<file path="src/rtl/double_hash_key_table_core_macros.svh">
// Assertion helpers used by the probe sequencer.
`ifndef DOUBLE_HASH_KEY_TABLE_CORE_MACROS_SVH
`define DOUBLE_HASH_KEY_TABLE_CORE_MACROS_SVH

// Same-cycle implication, sampled on clk, off while rst_n is low.
`define DHKT_ASSERT_NOW(label, cond, prop, msg) \
    label: assert property (@(posedge clk) disable iff (!rst_n) (cond) |-> (prop)) \
        else $error(msg);

// Next-cycle implication, sampled on clk, off while rst_n is low.
`define DHKT_ASSERT_NEXT(label, cond, prop, msg) \
    label: assert property (@(posedge clk) disable iff (!rst_n) (cond) |=> (prop)) \
        else $error(msg);

`endif

</file>
<file path="src/rtl/dhkt_pkg.sv">
`default_nettype none

package dhkt_pkg;

    localparam int KEY_W         = 28;
    localparam int SYMBOLS_W     = 24;
    localparam int LENGTH_W      = 4;
    localparam int STATUS_W      = 2;
    localparam int SLOT_W        = 10;
    localparam int PROBES_W      = 10;
    localparam int SYM_LIMIT     = SYMBOLS_W / 2;
    localparam int GROUP_SIZE    = 4;
    localparam int GROUPS        = SYM_LIMIT / GROUP_SIZE;
    localparam int KEY_RADIX     = 5;
    localparam int RECIP_SHIFT   = KEY_W;
    localparam int QDEPTH        = 8;

    localparam int DEF_TABLE_SIZE  = 1021;
    localparam int DEF_MAX_SYMBOLS = 12;

    localparam logic [STATUS_W-1:0] ST_ABSENT   = 2'd0;
    localparam logic [STATUS_W-1:0] ST_PRESENT  = 2'd1;
    localparam logic [STATUS_W-1:0] ST_INSERTED = 2'd2;
    localparam logic [STATUS_W-1:0] ST_FULL     = 2'd3;

    localparam logic MODE_INSERT = 1'b0;

    typedef enum logic [1:0] {
        PS_CLEAR,
        PS_IDLE,
        PS_PROBE,
        PS_DELIVER
    } probe_state_t;

    // Digit (code + 1) weighted by 5^pos.
    function automatic logic [KEY_W-1:0] sym_term(input int pos, input logic [1:0] code);
        logic [KEY_W-1:0] w;
        w = KEY_W'(1);
        for (int k = 0; k < pos; k++)
        begin
            w = KEY_W'(w * KEY_W'(KEY_RADIX));
        end
        return KEY_W'(w * KEY_W'({1'b0, code} + 3'd1));
    endfunction

endpackage

`default_nettype wire

</file>
<file path="src/rtl/dhkt_front.sv">
`default_nettype none

module dhkt_front #(
    parameter int TABLE_SIZE  = dhkt_pkg::DEF_TABLE_SIZE,
    parameter int MAX_SYMBOLS = dhkt_pkg::DEF_MAX_SYMBOLS
) (
    input  wire logic                                 clk,
    input  wire logic                                 rst_n,
    input  wire logic                                 in_valid,
    input  wire logic                                 mode,
    input  wire logic [dhkt_pkg::SYMBOLS_W-1:0]       symbols,
    input  wire logic [dhkt_pkg::LENGTH_W-1:0]        length,
    output logic                                      job_valid,
    output logic [dhkt_pkg::KEY_W+2*$clog2(TABLE_SIZE):0] job_data
);

    localparam int KEY_W  = dhkt_pkg::KEY_W;
    localparam int IDX_W  = $clog2(TABLE_SIZE);
    localparam int PROD_W = 2 * KEY_W;
    localparam int STAGES = 4;
    localparam logic [KEY_W-1:0] SIZE_A  = KEY_W'(TABLE_SIZE);
    localparam logic [KEY_W-1:0] SIZE_B  = KEY_W'(TABLE_SIZE - 1);
    localparam logic [KEY_W-1:0] RECIP_A =
        KEY_W'((64'd1 << dhkt_pkg::RECIP_SHIFT) / TABLE_SIZE);
    localparam logic [KEY_W-1:0] RECIP_B =
        KEY_W'((64'd1 << dhkt_pkg::RECIP_SHIFT) / (TABLE_SIZE - 1));

    logic [STAGES-1:0] vld_reg, vld_next;
    logic [STAGES-1:0] mode_reg, mode_next;

    logic [dhkt_pkg::LENGTH_W-1:0] len_sat;
    logic [KEY_W-1:0] psum_reg [dhkt_pkg::GROUPS];
    logic [KEY_W-1:0] psum_next [dhkt_pkg::GROUPS];
    logic [KEY_W-1:0] key2_reg, key2_next;
    logic [KEY_W-1:0] key3_reg, key4_reg;
    logic [KEY_W-1:0] qa_reg, qa_next, qb_reg, qb_next;
    logic [KEY_W-1:0] pa_reg, pa_next, pb_reg, pb_next;
    logic [PROD_W-1:0] prod_a, prod_b;
    logic [KEY_W-1:0] ra, rb, ha, hb;

    // Stage 1: weighted digits, summed in groups.
    always_comb
    begin
        len_sat = (length > dhkt_pkg::LENGTH_W'(MAX_SYMBOLS)) ?
                  dhkt_pkg::LENGTH_W'(MAX_SYMBOLS) : length;
        for (int g = 0; g < dhkt_pkg::GROUPS; g++)
        begin
            psum_next[g] = '0;
            for (int k = 0; k < dhkt_pkg::GROUP_SIZE; k++)
            begin
                if (dhkt_pkg::LENGTH_W'(g * dhkt_pkg::GROUP_SIZE + k) < len_sat)
                begin
                    psum_next[g] = psum_next[g] + dhkt_pkg::sym_term(
                        g * dhkt_pkg::GROUP_SIZE + k,
                        symbols[2*(g*dhkt_pkg::GROUP_SIZE+k) +: 2]);
                end
            end
        end
    end

    // Stage 2: full key.
    always_comb
    begin
        key2_next = '0;
        for (int g = 0; g < dhkt_pkg::GROUPS; g++)
        begin
            key2_next = key2_next + psum_reg[g];
        end
    end

    // Stage 3: quotient estimates by reciprocal, low by at most one.
    assign prod_a  = PROD_W'(key2_reg) * PROD_W'(RECIP_A);
    assign prod_b  = PROD_W'(key2_reg) * PROD_W'(RECIP_B);
    assign qa_next = prod_a[dhkt_pkg::RECIP_SHIFT +: KEY_W];
    assign qb_next = prod_b[dhkt_pkg::RECIP_SHIFT +: KEY_W];

    // Stage 4: back-multiply.
    assign pa_next = KEY_W'(qa_reg * SIZE_A);
    assign pb_next = KEY_W'(qb_reg * SIZE_B);

    // Stage 5: remainder with one correction step.
    always_comb
    begin
        ra = key4_reg - pa_reg;
        rb = key4_reg - pb_reg;
        ha = (ra >= SIZE_A) ? ra - SIZE_A : ra;
        hb = (rb >= SIZE_B) ? rb - SIZE_B : rb;
    end

    assign vld_next  = {vld_reg[STAGES-2:0], in_valid};
    assign mode_next = {mode_reg[STAGES-2:0], mode};

    always_ff @(posedge clk or negedge rst_n)
    begin
        if (!rst_n)
        begin
            vld_reg <= '0;
        end
        else
        begin
            vld_reg <= vld_next;
        end
    end

    always_ff @(posedge clk)
    begin
        mode_reg <= mode_next;
        psum_reg <= psum_next;
        key2_reg <= key2_next;
        key3_reg <= key2_reg;
        key4_reg <= key3_reg;
        qa_reg   <= qa_next;
        qb_reg   <= qb_next;
        pa_reg   <= pa_next;
        pb_reg   <= pb_next;
    end

    assign job_valid = vld_reg[STAGES-1];
    assign job_data  = {mode_reg[STAGES-1], key4_reg, IDX_W'(ha), IDX_W'(hb + KEY_W'(1))};

endmodule

`default_nettype wire

</file>
<file path="config.mk">
export PLATFORM = sky130hd
export DESIGN_NAME = dhkt_front
export DESIGN_NICKNAME = d
export VERILOG_FILES = /design/src/rtl/double_hash_key_table_core_macros.svh /design/src/rtl/dhkt_pkg.sv /design/src/rtl/dhkt_front.sv
export SDC_FILE = /design/constraint.sdc
export NUM_CORES = 2
export LEC_CHECK = 0
export ABC_AREA = 1
export BUFFER_PORTS_ARGS = -buffer_cell sky130_fd_sc_hd__buf_2
export CELL_PAD_IN_SITES_DETAIL_PLACEMENT = 1
export CELL_PAD_IN_SITES_GLOBAL_PLACEMENT = 1
export CORE_MARGIN = 2
export CORE_UTILIZATION = 50
export CTS_BUF_LIST = sky130_fd_sc_hd__clkbuf_16
export DETAILED_ROUTE_END_ITERATION = 6
export PLACE_DENSITY = 0.84
export SLEW_MARGIN = 20
export SYNTH_ARGS = -nofsm -noshare
export SYNTH_HDL_FRONTEND = slang
export SYNTH_SLANG_ARGS = --single-unit
</file>
<file path="constraint.sdc">
create_clock -name clk -period 6.05 [get_ports clk]
set_clock_uncertainty 0.1 [all_clocks]
set_input_delay 0.9075 -clock clk [delete_from_list [all_inputs] [get_ports clk]]
set_output_delay 0.9075 -clock clk [all_outputs]
set_load 0.01 [all_outputs]
</file>
==> reports/qor.yml, run 1 <==
synthesis:
  synth_nets: 5554
  synth.lib_cells_used.distinct: 57
  yosysSeqAreaShare_pct: 14.0
  ys_seq_elements: 243
  syn-mean-instance-area_um2: 7.77
  synth-edff-count: 0
  asyncSetResetFlopFracSynth_pct: 1.65
  syn_inst: 4506
  dominantRegCellSynth: "dfxtp_1"
  netlist_area_mm2: 0.0350
  yosysWarnings: 0
clocking:
  clkSinkCount: 243
  cts-buffers-inserted: 29
  clockRootBuffer: "clkbuf_16"
  clock_path_buffers: 3
  cts_max_level: 1
timing:
  crit_endpoint: "psum_reg[27]$_SDFF_PP0_/D"
  worst-ep-kind: "register input"
run_status:
  failed_stage: "5_1_grt"
  first_error: "[ERROR GRT-0232] Routing congestion too high. Check the congestion heatmap in the GUI."
  outcome: "stopped before the end"
floorplan:
  die_y_um: 269
  start_util_pct: 50.2
  core.rowCount: 97
  die_width_um: 269
  io_pins: 82
place:
  detailed_place_hpwl_mm: 104
  io_buffers: 81
  gp_congestion: 0.924
  dp_cells: 5981
  placement.cell_area_mm2: 0.0405
global_routing:
  globalRoute.totalOverflow: 7
  grtUsageTotal_pct: 63.3
  grt_start_max_net_pins: 40
-- per-stage QoR --
stage                     setup slack [ns]  setup TNS (ns)  util (%)
after floorplan                     -0.687           -3.95         -
after CTS                           -0.413           -4.33      62.4
after global placement               -1.27          -25.95      58.2
after detailed placement             -1.66          -41.86      58.2
-- kinds of logic after synthesis --
logic type	Yosys count	synth area share, %
AND/OR/NAND/NOR	1398	16.8
adder cells (fa/ha/maj)	1016	42.1
buffers and inverters	876	9.42
AO/OA/AOI/OAI	714	11.2
XOR/XNOR	259	6.50
flip-flops	243	14.0
-- cells in the mapped netlist (4+ instances only) --
cell type  number  area share (%)
a211oi_1        6            0.13
a21boi_0        9            0.19
a21o_1         20            0.43
a21oi_1       333             4.8
a21oi_2         4            0.10
a31oi_1        29            0.52
buf_1           6           0.064
clkbuf_1       19            0.20
dfrtp_1         4            0.29
dfxtp_1       239              14
fa_1          270              15
ha_1          746              27
inv_1         833             8.9
inv_2          13            0.14
nand2_1       820             8.8
nand2_2        11            0.20
nand3_1       162             2.3
nand3b_1        9            0.19
nand4_1        50            0.89
nor2_1        259             2.8
nor2_2          4           0.071
nor2_4          4            0.13
nor3_1         38            0.54
nor3_2          4            0.11
nor4_1          7            0.13
o211ai_1        9            0.19
o21a_1          6            0.13
o21ai_0       221             3.2
o21ai_1        20            0.29
o21bai_1       27            0.58
o221ai_1        4            0.10
o22ai_1         5           0.089
o31ai_1         8            0.17
or2_2          18            0.32
xnor2_1        92             2.3
xor2_1        166             4.2
-- per-layer routing --
metal	GRT overflow	GRT usage, %
met1	0	60.3
met2	1	87.5
met3	3	39.1
met4	3	70.2
met5	0	12.4
-- timing repair --
item / 4_1_cts
setup buffers: 66
gates resized for setup: 344
endpoints found under the hold margin: 4
gates cloned: 0
pin swaps: 176
hold buffers: 1
setup endpoints to repair: 33
==> inputs of run 2 (changes only) <==
Settings changed: CELL_PAD_IN_SITES_DETAIL_PLACEMENT 1 to default, CELL_PAD_IN_SITES_GLOBAL_PLACEMENT 1 to default, CORE_UTILIZATION 50 to 40, CTS_BUF_LIST sky130_fd_sc_hd__clkbuf_16 to default, PLACE_DENSITY 0.84 to default, PLACE_DENSITY_LB_ADDON from default to 0.15.
==> reports/qor.yml, run 2 <==
global_routing:
  initial_antenna_violation_count: 2
  grt_start_max_net_pins: 40
  grtUsageTotal_pct: 20.4
  wire_length_of_the_first_global_routing_pass_mm: 151
  globalRoute.totalOverflow: 0
  first_global_vias: 30700
final_layout:
  final_cell_mix: "inv_1, nand2_1, ha_1"
  drive_gt1_share_pct: 20.6
  flip_flop_count_of_the_largest_register_all_copies_and_words_added: 59
  fill_cells: 8518
  area.growth.synth_to_final_pct: 25.4
  multi_input_comb_area_mm2: 0.0287
  layout.cells.most_common: "inv_1"
  sequential_cell_area_mm2: 0.00488
  num-nets-final: 6180
  final-instance-count-excl-fill: 6314
routing:
  num_vias: 30500
  first_pass_iters: 7
  drcViolationCount: 0
  finalWirelength_mm: 91.9
  avgRoutedWirePerCell_um: 14.6
  drt.antenna.violating_nets: 0
  drtIter0Drc: 1146
  via_per_inst: 4.84
timing:
  max-slew-margin-rel_pct: 49.4
  grt_setup_unrepaired: "true"
  timing_hold_violations_final: 0
  final_worst_slack_ns: -0.485
  worst_hold_slack_ns: 0.217
  min_period_over_period_pct: 108
  fmax_mhz: 153
  setup-violations-final: 13
  max_slew.worst_pin.slew_ns: 0.756
  maxSlewViolCount: 0
  fin_crit_ns: 6.54
floorplan:
  die_width_um: 300
  io_pins: 82
  core_area_mm2: 0.0868
  design.die.area_mm2: 0.0899
  core.rowCount: 108
  start_util_pct: 40.3
  die_y_um: 300
clocking:
  cts_max_level: 1
  tritoncts: "done"
  worst_setup_hold_path_clk_slew_ns: 0.06
  clk_latency_worst_skew_pair_ns: 0.58
  clock_path_buffers: 3
  clockRootBuffer: "clkbuf_16"
  clkSinkCount: 243
  cts-buffers-inserted: 29
run:
  maxCapViolations: 0
synthesis:
  synth.lib_cells_used.distinct: 57
  synth_nets: 5554
  syn-mean-instance-area_um2: 7.77
  synth.area.top_cells: "ha_1, fa_1, dfxtp_1"
  dominantRegCellSynth: "dfxtp_1"
  ys_seq_elements: 243
  synth_commonest_cells: "inv_1, nand2_1, ha_1"
  yosysTopAreaCell: "ha_1"
  synth-edff-count: 0
  yosysSeqAreaShare_pct: 14.0
  netlist_area_mm2: 0.0350
  library_cell_with_the_highest_instance_count_after_synthesis: "inv_1"
  synth_top_cell_area_share_pct: 26.7
  yosysWarnings: 0
  asyncSetResetFlopFracSynth_pct: 1.65
  syn_inst: 4506
setup_path:
  cpLargestDelayFamily: "adder cells"
  cp_common_cell: "ha_4"
  critical-path-max-stage-delay_ns: 0.60
  crit_path_max_fanout: 4
  critPathBufInv: 8
  cp_slowest_cell: "fa_2"
  worstSetupEndpointType: "flip-flop"
  crit_required_ns: 6.41
  crit_arrival_ns: 6.89
  timing_worst_setup_path_type: "in2reg"
  worst_setup_path_start_kind: "input port"
hold_path:
  worstHoldPathType: "reg2reg"
run_status:
  outcome: "finished, violations left"
  failed_checks: "negative setup slack"
place:
  io_buffers: 81
  dp_cells: 6193
  detailed_place_hpwl_mm: 79.2
  gp_congestion: 0.911
-- run 2: cell counts after synthesis --
Identical to the previous run, type by type.
-- run 2: cells by family (layout without fill, tap and decap cells) --
family	count (synthesis)	count (layout)	share of synthesized area (%)
and+or+nand+nor	1398	1398	16.8
DFF	243	243	14.0
buffers and inverters	876	1525	9.42
adders and majority gates	1016	1016	42.1
xor gates and xnor gates	259	259	6.50
AOI/OAI and AO/OA	714	714	11.2
other	0	4	0
-- run 2: layout make-up --
type,count,area share [%]
sequential,243,11.1
clock inverter,20,0.639
tap,1155,3.29
inverter,848,7.32
timing repair buffer,623,10.4
clock buffer,34,1.74
antenna,4,0.0228
multi-input combinational,3387,65.5
-- run 2: path summary, 6_finish.rpt --
check | start | depth (start not counted) | end | slack [ns]
max reg2reg | qa_reg[2] | 18 | pa_reg[26] | 0.54
min reg2reg | key3_reg[12] | 0 | key4_reg[12] | 0.22
min in group asynchronous | rst_n | 2 | vld_reg[1] | 0.57
max in group asynchronous | rst_n | 2 | vld_reg[3] | 5.17
min | key3_reg[12] | 0 | key4_reg[12] | 0.22
max | symbols[16] | 42 | psum_reg[27] | -0.49
-- run 2: repair_timing --
action / CTS / global route
endpoints found under the setup margin: 25 / 31
pin swaps: 77 / 146
setup buffers: 31 / 32
hold buffers: 1 / 0
hold endpoints to repair: 4 / 0
gates resized for setup: 133 / 255
-- run 2: metal layers --
| layer | up-vias | GRT usage (%) | wire length (µm) |
|---|---|---|---|
| met5 | - | 0 | 11 |
| met3 | 79 | 1.54 | 2530 |
| met4 | 2 | 3.57 | 1460 |
| met2 | 365 | 37.4 | 45900 |
| li1 | 15900 | - | - |
| met1 | 14200 | 26.3 | 42000 |
-- run 2: worst register-to-register path, stage by stage, from the launching register on --
cell	delay, ns
dfxtp_1	0.45
fa_1	0.64
inv_1	0.08
fa_1	0.52
inv_1	0.06
fa_1	0.51
fa_1	0.59
fa_1	0.43
ha_1	0.36
nand2_1	0.06
o21ai_0	0.35
a21boi_0	0.26
o21ai_0	0.34
nand2_1	0.08
nand2_1	0.10
nand3_1	0.07
nand2_1	0.11
a31oi_1	0.10
xor2_1	0.15
-- run 2: stage by stage --
step	cell area (µm²)	utilization [%]	setup slack (ns)	setup TNS [ns]
after floorplan	35400	-	-0.687	-3.95
after global routing	43900	50.6	-0.935	-10.69
after detailed placement	40700	47.0	-1.36	-29.42
after CTS	42500	49.0	-0.393	-3.59
after global placement	40700	47.0	-1.25	-26.60
final	43900	50.6	-0.485	-4.44
Power of run 2 is not shown: default switching activity piles up to over one toggle a cycle in this logic, so the estimate is an artifact.
