===== config.mk =====
export PLATFORM = sky130hd
export DESIGN_NAME = dhkt_queue
export DESIGN_NICKNAME = d
export VERILOG_FILES = /design/src/rtl/double_hash_key_table_core_macros.svh /design/src/rtl/dhkt_pkg.sv /design/src/rtl/dhkt_queue.sv
export SDC_FILE = /design/constraint.sdc
export NUM_CORES = 1
export LEC_CHECK = 0
export BUFFER_PORTS_ARGS = -buffer_cell sky130_fd_sc_hd__buf_2
export CAP_MARGIN = 20
export CORE_MARGIN = 2
export CORE_UTILIZATION = 36
export DETAILED_ROUTE_END_ITERATION = 6
export REMOVE_ABC_BUFFERS = 1
export SLEW_MARGIN = 0
export SYNTH_ARGS = -nofsm -noshare
export SYNTH_HDL_FRONTEND = slang
export SYNTH_SLANG_ARGS = --single-unit

===== constraint.sdc =====
create_clock -name clk -period 3.55 [get_ports clk]
set_input_delay 0.1775 -clock clk [delete_from_list [all_inputs] [get_ports clk]]
set_output_delay 0.1775 -clock clk [all_outputs]
set_load 0.01 [all_outputs]

===== src/rtl/double_hash_key_table_core_macros.svh =====
// Assertion helpers used by the probe sequencer.
`ifndef DOUBLE_HASH_KEY_TABLE_CORE_MACROS_SVH
`define DOUBLE_HASH_KEY_TABLE_CORE_MACROS_SVH

// Same-cycle implication, sampled on clk, off while rst_n is low.
`define DHKT_ASSERT_NOW(label, cond, prop, msg) \
    label: assert property (@(posedge clk) disable iff (!rst_n) (cond) |-> (prop)) \
        else $error(msg);

// Next-cycle implication, sampled on clk, off while rst_n is low.
`define DHKT_ASSERT_NEXT(label, cond, prop, msg) \
    label: assert property (@(posedge clk) disable iff (!rst_n) (cond) |=> (prop)) \
        else $error(msg);

`endif


===== src/rtl/dhkt_pkg.sv =====
`default_nettype none

package dhkt_pkg;

    localparam int KEY_W         = 28;
    localparam int SYMBOLS_W     = 24;
    localparam int LENGTH_W      = 4;
    localparam int STATUS_W      = 2;
    localparam int SLOT_W        = 10;
    localparam int PROBES_W      = 10;
    localparam int SYM_LIMIT     = SYMBOLS_W / 2;
    localparam int GROUP_SIZE    = 4;
    localparam int GROUPS        = SYM_LIMIT / GROUP_SIZE;
    localparam int KEY_RADIX     = 5;
    localparam int RECIP_SHIFT   = KEY_W;
    localparam int QDEPTH        = 8;

    localparam int DEF_TABLE_SIZE  = 1021;
    localparam int DEF_MAX_SYMBOLS = 12;

    localparam logic [STATUS_W-1:0] ST_ABSENT   = 2'd0;
    localparam logic [STATUS_W-1:0] ST_PRESENT  = 2'd1;
    localparam logic [STATUS_W-1:0] ST_INSERTED = 2'd2;
    localparam logic [STATUS_W-1:0] ST_FULL     = 2'd3;

    localparam logic MODE_INSERT = 1'b0;

    typedef enum logic [1:0] {
        PS_CLEAR,
        PS_IDLE,
        PS_PROBE,
        PS_DELIVER
    } probe_state_t;

    // Digit (code + 1) weighted by 5^pos.
    function automatic logic [KEY_W-1:0] sym_term(input int pos, input logic [1:0] code);
        logic [KEY_W-1:0] w;
        w = KEY_W'(1);
        for (int k = 0; k < pos; k++)
        begin
            w = KEY_W'(w * KEY_W'(KEY_RADIX));
        end
        return KEY_W'(w * KEY_W'({1'b0, code} + 3'd1));
    endfunction

endpackage

`default_nettype wire


===== src/rtl/dhkt_queue.sv =====
`default_nettype none

module dhkt_queue #(
    parameter int WIDTH = 8,
    parameter int DEPTH = dhkt_pkg::QDEPTH
) (
    input  wire logic             clk,
    input  wire logic             rst_n,
    input  wire logic             push,
    input  wire logic [WIDTH-1:0] wdata,
    input  wire logic             pop,
    output logic [WIDTH-1:0]      rdata,
    output logic                  empty
);

    localparam int PTR_W = $clog2(DEPTH);
    localparam int CNT_W = $clog2(DEPTH + 1);

    logic [WIDTH-1:0] entry_reg [DEPTH];
    logic [PTR_W-1:0] wr_ptr_reg, wr_ptr_next;
    logic [PTR_W-1:0] rd_ptr_reg, rd_ptr_next;
    logic [CNT_W-1:0] cnt_reg, cnt_next;
    logic             do_pop;

    assign do_pop = pop && !empty;

    always_comb
    begin
        wr_ptr_next = push ? wr_ptr_reg + PTR_W'(1) : wr_ptr_reg;
        rd_ptr_next = do_pop ? rd_ptr_reg + PTR_W'(1) : rd_ptr_reg;
        unique case ({push, do_pop})
            2'b10:   cnt_next = cnt_reg + CNT_W'(1);
            2'b01:   cnt_next = cnt_reg - CNT_W'(1);
            default: cnt_next = cnt_reg;
        endcase
    end

    always_ff @(posedge clk or negedge rst_n)
    begin
        if (!rst_n)
        begin
            wr_ptr_reg <= '0;
            rd_ptr_reg <= '0;
            cnt_reg    <= '0;
        end
        else
        begin
            wr_ptr_reg <= wr_ptr_next;
            rd_ptr_reg <= rd_ptr_next;
            cnt_reg    <= cnt_next;
        end
    end

    always_ff @(posedge clk)
    begin
        if (push)
        begin
            entry_reg[wr_ptr_reg] <= wdata;
        end
    end

    assign rdata = entry_reg[rd_ptr_reg];
    assign empty = (cnt_reg == '0);

endmodule

`default_nettype wire


# Yosys cells after proc, flatten, opt, wreduce, memory -nomap -nowiden
# Memories as Yosys holds them, arrays and structs flattened.
# Cells that the tools add are included.
# classes
addsub,4
mul,0
div_mod_pow,0
order_cmp,0
n_eq_ne,2
n_shift,0
muxes,3
bitwise,0
reduce_logical,4
# ops
op,n
$pmux W4 S2,1
$add A3 B1 Y3 const B,2
$add A4 B1 Y4 const B,1
$logic_not A4 Y1,1
$sub A4 B1 Y4 const B,1
$eq A2 B1 Y1 const B,1
$eq A2 B2 Y1 const B,1
$mux W1,2
$reduce_bool A2 Y1,1
$logic_and A1 B1 Y1,1
$logic_not A1 Y1,1
# totals
regBits,10
latchBits,0
ram_bits,64
romBits,0
in_bits,12
out_inout_bits,9
word_cells,17
memories,1
# mem_list
memory,depth,word_bits,rd,rd_clocked_by_memory_dff,wr,line_no,rtl
entry_reg,8,8,1,0,1,dhkt_queue.sv:19,logic [WIDTH-1:0] entry_reg [DEPTH];

# Depth between registers and ports, before layout
# Gate-level depths: netlist of the first run.
# depth
depth_word,5
mapped_depth,7
depth_no_buf,7

# Least setup slack after synthesis of the first run
# Ideal clock, no wire load.
# synth_path
path_kind,register -> register
startpoint,register cnt_reg[0]
endpoint,register cnt_reg[3]
setup_ps,134
arrival_ps,2546
required_ps,3416
path_slack_ps,870
stages_incl_launch_ff,8
path_buffers,0
period_less_slack_ps,2680
cell_sequence,dfrtp_1 -> o41ai_1 -> inv_1 -> ha_1 -> ha_1 -> or4b_2 -> o311ai_0 -> o211ai_1
# synth_between
elab_chain_cells,5
word_cells_on_any_way,9
cone_classes,add/sub: 2; eq/ne: 2; mux: 1; reduce/logical: 4
# synth_lines
item,line_no,rtl
from (decl),dhkt_queue.sv:22,"logic [CNT_W-1:0] cnt_reg, cnt_next;"
from (signal assigned),dhkt_queue.sv:50,cnt_reg <= cnt_next;
$logic_not A4 Y1,dhkt_queue.sv:63,assign empty = (cnt_reg == '0);
$logic_not A1 Y1,dhkt_queue.sv:25,assign do_pop = pop && !empty;
$logic_and A1 B1 Y1,dhkt_queue.sv:25,
$eq A2 B1 Y1 or $eq A2 B2 Y1 (tied branches),dhkt_queue.sv:31,"unique case ({push, do_pop})"
$pmux W4 S2 or $reduce_bool A2 Y1 (tied branches),n/a,
# Parallel ways exist; a longest one is shown, timed or not.
# A chain may end at the register's enable or synchronous reset.

# Worst setup path after layout of the first run
# Ends and elaborated chain as after synthesis.

==> results of run 1 <==
[worst reg2reg max path: stages, from the launching register on]
cell	delay, ps
dfrtp_1	450
o41ai_1	630
inv_1	160
ha_1	320
ha_1	380
or4b_2	650
o311ai_0	120
o211ai_1	110
[stage by stage]
step                instances  utilization  power, uW  setup slack, ps  instance area (sq um)
finish                    295       0.4227       2671            623.5                   3508
CTS                       295       0.4227       2716            569.0                   3508
detailed placement        278       0.3974       2065            591.5                   3298
floorplan                 152            -       1802            870.2                   3054
global placement          278       0.3974       2047            679.2                   3298
global route              295       0.4227       2836            258.1                   3508
[cell type report]
type,instances,share of cell area
Sequential cell,74,0.6191
Timing Repair Buffer,22,0.03352
Inverter,6,0.006419
Multi-Input combinational cell,72,0.2464
Tap cell,105,0.03745
Clock inverter,7,0.02175
Clock buffer,9,0.03531
[repair_timing]
| action | 4_1_cts | 5_1_grt |
|---|---|---|
| hold buffers | 1 | 0 |
| endpoints found under the setup margin | 0 | 0 |
| endpoints found under the hold margin | 10 | 0 |
[cell usage in the layout, fill, tap and decap left out]
| cell type | synthesis | final |
|---|---|---|
| edfxtp_1 | 64 | 64 |
| buf_2 | 2 | 20 |
| mux4_1 | 16 | 16 |
| mux2_2 | 10 | 10 |
| dfrtp_1 | 10 | 10 |
| clkbuf_8 | 0 | 9 |
| nand2_1 | 8 | 8 |
| inv_1 | 6 | 6 |
| nor2_1 | 6 | 6 |
| ha_1 | 5 | 5 |
| xnor2_1 | 4 | 4 |
| nand2b_1 | 3 | 3 |
| nor3b_1 | 3 | 3 |
| xor2_1 | 2 | 2 |
| a21oi_1 | 2 | 2 |
| nand3_1 | 2 | 2 |
| inv_6 | 0 | 2 |
| clkinv_4 | 0 | 2 |
| nor4_1 | 1 | 1 |
| o41ai_1 | 1 | 1 |
| nor3_2 | 0 | 1 |
| nor3_1 | 2 | 1 |
| o21ai_0 | 1 | 1 |
| mux2i_1 | 1 | 1 |
| or4b_2 | 1 | 1 |
| o311ai_0 | 1 | 1 |
| a2111o_1 | 1 | 1 |
| o211ai_1 | 1 | 1 |
| fa_1 | 1 | 1 |
| clkinvlp_4 | 0 | 1 |
| bufinv_16 | 0 | 1 |
| clkinv_1 | 0 | 1 |
| dlygate4sd3_1 | 0 | 1 |
| buf_4 | 0 | 1 |
[power by group through the flow]
| stage | clock, uW | combinational, uW | sequential (uW) |
|---|---|---|---|
| after floorplan | 0 | 544 | 1260 |
| after global placement | 0 | 726 | 1320 |
| after detailed placement | 0 | 735 | 1330 |
| after CTS | 662 | 742 | 1310 |
| after global routing | 696 | 805 | 1330 |
| final | 644 | 723 | 1300 |
[cell families (layout without fill, tap and decap cells)]
group	after synthesis	in the layout	synth area share
compound gates	7	7	0.01653
xor+xnor	6	6	0.01694
fa+ha+maj	6	6	0.02661
buf+inv	12	44	0.02298
flops	74	74	0.7000
mux	27	27	0.1750
simple gates	26	26	0.04194
[final timing paths]
check / startpoint / end / slack, ps / depth (start not counted)
worst min register to register: cnt_reg[2] / cnt_reg[2] / 570 / 2
max in group asynchronous: rst_n / wr_ptr_reg[0] / 3140 / 2
worst max register to register: cnt_reg[0] / cnt_reg[3] / 620 / 7
min in group asynchronous: rst_n / wr_ptr_reg[2] / 210 / 2
worst max-delay path: cnt_reg[0] / cnt_reg[3] / 620 / 7
worst min-delay path: push / wr_ptr_reg[0] / 100 / 2
[metal layers]
layer / wire (um) / track usage / vias to the layer above
met1: 2249 / 0.1463 / 742
met2: 2469 / 0.1848 / 27
met4: 49 / 0.03900 / 0
li1: - / - / 698
met3: 208 / 0.04408 / 4
met5: 0 / 0 / -
==> summary.md, run 1 <==
| Metric | Value |
|---|---|
| Worst skew pair latency | 340 ps |
| Post-synth EDFFs | 64 |
| Mapped Cells | 158 |
| WL/cell | 16.87 um |
| Slew Viols, Final | 0 |
| N_diodes | 0 |
| Initial Util | 0.3739 |
| Sw power | 815.5 uW |
| Synth cell count leaders | edfxtp_1, mux4_1, dfrtp_1, mux2_2, nand2_1 |
| Die Height | between 90 and 100 um |
| Clock buffer depth | 2 |
| Max stage delay on crit path | 640 ps |
| Num CTS Buffers | 9 |
| Post-CTS resize count | 0 |
| Largest net degree at the start of global routing | 19 |
| Share of the synthesized area in the top cell type | 0.6194 |
| Distinct cell type count after synthesis | 29 |
| Synth area leaders | edfxtp_1, mux4_1, dfrtp_1, mux2_2, ha_1 |
| Register area | 2172 sq um |
| Peak supply drop | about 280 uV |
| Post-CTS Setup Inserts | 0 |
| Gpl congestion | around 0.75 |
| Crit. End Element | flip-flop |
| Antenna violations before repair | 0 |
| CP bufs+invs | 1 |
| TNS Setup | 0 ps |
| I/O pin cnt | 21 |
| Final hold violations | 0 |
| Critical path arrival | 3140 ps |
| Count leader, synth | edfxtp_1 |
| GRT Util Overall | 0.1160 |
| Remaining antenna violation count after routing | 0 |
| Layout cells sized above 1 | 0.2526 |
| WL final | 4.978 mm |
| Achievable Freq | 341.7 MHz |
| TritonCTS clock tree | built |
| 1st-iter DRT viols | 65 |
| Number of placement rows | 33 |
| First-pass DRT Iterations | 4 |
| Critical Path, Cell by Cell | o41ai_1 -> inv_1 -> ha_1 -> ha_1 -> or4b_2 -> o311ai_0 -> o211ai_1 |
| Lkg Pwr | 0.001241 uW |
| Fin crit period | between 2000 and 3000 ps |
| Rel. slew slack | 0.3663 |
| Multi-input logic area | 864.6 sq um |
| Seq/Total Area, Yosys | 0.7000 |
| Clock-pin slew on the worst setup and hold paths | 70 ps |
| Max FO, Critical Path | 9 |
| Synth area leader | edfxtp_1 |
| Worst Skew | 11.13 ps |
| H-tree levels | 3 |
| Setup CP Type | flip-flop to flip-flop |
| Internal power | 1855 uW |
| Die Footprint | 9378 sq um |
| Max-Cap Viols | 0 |
| Comb power frac | 0.271 |
| Vias in the first global route | 1471 |
| Area delta synth->final | 13.06% |
| Slowest CP cell | or4b_2 |
| Final count of negative-setup-slack endpoints | 0 |
| Die width | 96.84 um |
| Gr ovfl total | 0 |
| Ys async rst share | 0.1351 |
| PortBufs | 20 |
| Synthesis-stage register bit count | 74 |
| Mapped Area | 3103 sq um |
| Critical Path RT | between 3000 and 4000 ps |
| First-pass GRT wire length | about 8 mm |
| Largest register FFs | 64 |
| Most used cell, CP | ha_1 |
| Clk pwr share | 0.241 |
| Fillers | 717 |
| Crit-path leading delay family | compound AO/OA/AOI/OAI gates |
| Worst-Margin Slew | 950.5 ps |
| Syn Area/Cell | ~20 sq um |
| Min-delay worst type | primary input to flip-flop |
| Worst hold slack | about 100 ps |
| DRC | 0 |
| Startpoint Class | flip-flop |
| Sw frac | 0.3053 |
| Clock root buffer | clkbuf_8 |
| Final HPWL DP | about 3.1 mm |
| Via count | 1471 |
| YS warnings | 0 |
| Vias/cell | around 5 |
| Area of the core | a little over 8000 sq um |
| Reg power frac | 0.488 |
| Run status | complete, no violations |
| Power per cell area | between 700 and 800 nW/um^2 |
| Crit share post-route | 0.8244 |
| Final net count | 203 |
| RSZ-0062 raised after global routing | false |
| Clock Sinks | 74 |
| Top FF cell, synth | edfxtp_1 |
Note: power is estimated with default switching activity, not from simulation.
==> inputs of run 2 (changes only) <==
- ABC_AREA: default -> 1
- clock period: 3.55 -> 3 ns (I/O delays scaled with it)
==> run 2 against run 1 <==
Non-clock buffer count is 4 higher. Wire length up 24%. Count of clock-buffer cells in the layout stayed put. Core utilization down 1.1 points. Register-to-register slack better by 180 ps. Critical path depth grew 4. Power grew 23%. Synthesized area rose by 4.0%. Clock skew fell by 2.9 ps. Final cell count rose by 47%.
==> summary.md, run 2 <==
| Metric | Value |
|---|---|
| TritonCTS clock tree | built |
| Post-synth EDFFs | 64 (unchanged) |
| Most frequent cells in the layout | nand2_1, edfxtp_1, nor2_1 |
| Worst-Margin Slew | 923.2 ps (-27.31 ps) |
| Xor/xnor share of the synthesized area | 0.01629 (-0.0006501) |
| Syn Area/Cell | 10.98 sq um (-44%) |
| Post-synthesis compound-gate area fraction | 0.05739 (+0.04085) |
| Setup CP Type | flip-flop to flip-flop |
| Top FF cell, synth | edfxtp_1 |
| Die Footprint | 9737 sq um (+3.8%) |
| Setup ws final | 805.4 ps (+181.9 ps) |
| Critical path arrival | 2430 ps (-710 ps) |
| Largest net degree at the start of global routing | 34 (+15) |
| Clock-pin slew on the worst setup and hold paths | 70 ps (about the same) |
| Largest family of logic cells by synthesized area | simple AND/OR/NAND/NOR gates |
| Crit. Startpoint | cnt_reg[0] |
| Final hold violations | 0 (unchanged) |
| First-pass GRT wire length | 9.908 mm (+24%) |
| Slowest CP cell | dfrtp_1 |
| Slew Viols, Final | 0 (unchanged) |
| Final net count | 338 (+67%) |
| Achievable Freq | 455.7 MHz (+33%) |
| Total power | 3285 uW (+23%) |
| Max FO, Critical Path | 5 (-4) |
| Simple-Gate Fraction of Synth Area | 0.1722 (+0.1302) |
| Crit. End Element | flip-flop |
| Critical Path RT | 3240 ps (-530 ps) |
| Gr ovfl total | 0 (unchanged) |
| Synth area leaders | edfxtp_1, nand2_1, dfrtp_1, o21ai_1, nor2_1 |
| Clock root buffer | clkbuf_8 |
| 1st-iter DRT viols | 74 (+14%) |
| Seq/Total Area, Yosys | 0.6731 (-0.02687) |
| Area delta synth->final | 11.24% |
| Remaining antenna violation count after routing | 0 (unchanged) |
| Share of the synthesized area in the top cell type | 0.5956 (-0.02378) |
| RSZ-0062 raised after global routing | false |
| Gpl congestion | 0.7233 (-4.0%) |
| Worst skew pair latency | 350 ps (about the same) |
| TNS Setup | 0 ps (unchanged) |
| Mapped Cells | 294 (+86%) |
| PortBufs | 20 (unchanged) |
| Lkg Pwr | 0.001464 uW (+18%) |
| First-pass DRT Iterations | 4 (unchanged) |
| Run status | complete, no violations |
| N_diodes | 0 (unchanged) |
| Hold Crit Start | pop |
| WL/cell | 14.24 um (-16%) |
| Synth area leader | edfxtp_1 |
| Post-CTS Setup Inserts | 0 (unchanged) |
| RR Startpoint | cnt_reg[0] |
| WL final | 6.165 mm (+24%) |
| Rel. slew slack | 0.3822 (+0.01593) |
| Post-synthesis mux area share | 0 (-0.1750) |
| Ys async rst share | 0.1351 (unchanged) |
| Distinct cell type count after synthesis | 22 (-24%) |
| Initial Util | 0.3700 (-0.003874) |
| Placed cells | 416 (+50%) |
| Synthesis-stage register bit count | 74 (unchanged) |
| Min-delay worst type | primary input to flip-flop |
| Worst Skew | 8.189 ps (-2.945 ps) |
| Synth cell count leaders | nand2_1, edfxtp_1, nor2_1 |
| Die width | 98.68 um (+1.9%) |
| Peak supply drop | 371.1 uV (+33%) |
| I/O pin cnt | 21 (unchanged) |
| Most used cell, CP | nand2_1 |
| Max-Cap Viols | 0 (unchanged) |
| Fin crit period | 2195 ps (-731.9 ps) |
| Vias/cell | 4.732 (-5.1%) |
| Die Height | 98.68 um (+1.9%) |
| Vias in the first global route | 1975 (+34%) |
| GRT Util Overall | 0.1342 (+0.01821) |
| Area of the core | 8721 sq um (+5.1%) |
| Num CTS Buffers | 9 (unchanged) |
| Place WS | 830.3 ps (+238.8 ps) |
| Startpoint Class | flip-flop |
| Most common cell after layout, fill and taps aside | nand2_1 |
| H-tree levels | 3 (unchanged) |
| Clock Sinks | 74 (unchanged) |
| YS warnings | 0 (unchanged) |
| Fillers | 837 (+17%) |
| Max stage delay on crit path | 420 ps (-220 ps) |
| Worst hold slack | 56.51 ps (-45.21 ps) |
| Number of placement rows | 34 (+3.0%) |
| Crit share post-route | 0.7315 (-0.09283) |
| DRC | 0 (unchanged) |
| Count leader, synth | nand2_1 |
| Clock buffer depth | 2 (unchanged) |
| Fin cells | 433 (+47%) |
| Final HPWL DP | 3.806 mm (+23%) |
| Largest register FFs | 64 (unchanged) |
| Antenna violations before repair | 0 (unchanged) |
| Post-synthesis adder-cell area fraction | 0.02559 (-0.001022) |
| Critical Path, Cell by Cell | inv_1 -> nand4_1 -> nand2_1 -> inv_1 -> ha_1 -> ha_1 -> or2_2 -> nand2_1 -> nand2_1 -> nand3_1 -> nand2_1 |
| Mapped Area | 3227 sq um (+4.0%) |
| Power per cell area | 915.2 nW/um^2 (+20%) |
| Final count of negative-setup-slack endpoints | 0 (unchanged) |
| Layout cells sized above 1 | 0.1385 (-0.1142) |
| Via count | 2049 (+39%) |
-- run 2: path summary, 6_finish.rpt --
| check | endpoint | slack (ps) | cells after the start |
|---|---|---|---|
| setup / recovery | cnt_reg[3] | 810 | 11 |
| hold / removal | rd_ptr_reg[0] | 60 | 3 |
| setup reg to reg | cnt_reg[3] | 810 | 11 |
| hold reg to reg | cnt_reg[2] | 530 | 2 |
| max in group asynchronous | wr_ptr_reg[2] | 2610 | 2 |
| min in group asynchronous | cnt_reg[0] | 190 | 2 |
-- run 2: cell type report --
class / instances / area, sq um / share of cell area
Multi-Input combinational cell: 194 / 875.8 / 0.2440
Clock buffer: 9 / 123.9 / 0.03451
Tap cell: 108 / 135.1 / 0.03764
Sequential cell: 74 / 2172 / 0.6051
Timing Repair Buffer: 26 / 147.6 / 0.04113
Clock inverter: 7 / 70.07 / 0.01952
Inverter: 15 / 65.06 / 0.01812
-- run 2: stage by stage --
| step | util | instance area (sq um) |
|---|---|---|
| after global routing | 0.4116 | 3590 |
| after floorplan | - | 3113 |
| final | 0.4116 | 3590 |
| after global placement | 0.3882 | 3386 |
| after detailed placement | 0.3882 | 3386 |
| after CTS | 0.4116 | 3590 |
-- run 2: repair_timing --
action | in CTS | in global routing
endpoints found under the hold margin | 10 | 0
resized for setup | 0 | 0
hold buffers | 1 | 0
-- run 2: critical path, delay by kind of cell (launching register included) --
family	cells	cell delay [ps]
flip-flops	1	420
adder cells (fa/ha/maj)	2	620
buffers and inverters	2	190
AND/OR/NAND/NOR	7	840
-- run 2: cells by family (layout without fill, tap and decap cells) --
| family | count (synthesis) | count (layout) |
|---|---|---|
| DFF | 74 | 74 |
| adders and majority gates | 6 | 6 |
| and+or+nand+nor | 145 | 145 |
| xor gates and xnor gates | 6 | 6 |
| AOI/OAI and AO/OA | 37 | 37 |
| buffers and inverters | 26 | 57 |
-- run 2: where the power goes --
group | switching, uW | total, uW | internal (uW) | leakage [uW]
Clock | 366 | 748 | 382 | 0.0000990
Combinational | 749 | 1160 | 406 | 0.000662
Sequential | 106 | 1380 | 1280 | 0.000703
-- run 2: per-layer routing --
layer | part of all wire | vias up | global-route usage
li1 | - | 1030 | -
met1 | 0.45 | 981 | 0.1674
met2 | 0.51 | 28 | 0.2282
met3 | 0.024 | 10 | 0.02695
met4 | 0.019 | 0 | 0.05690
met5 | 0 | - | 0
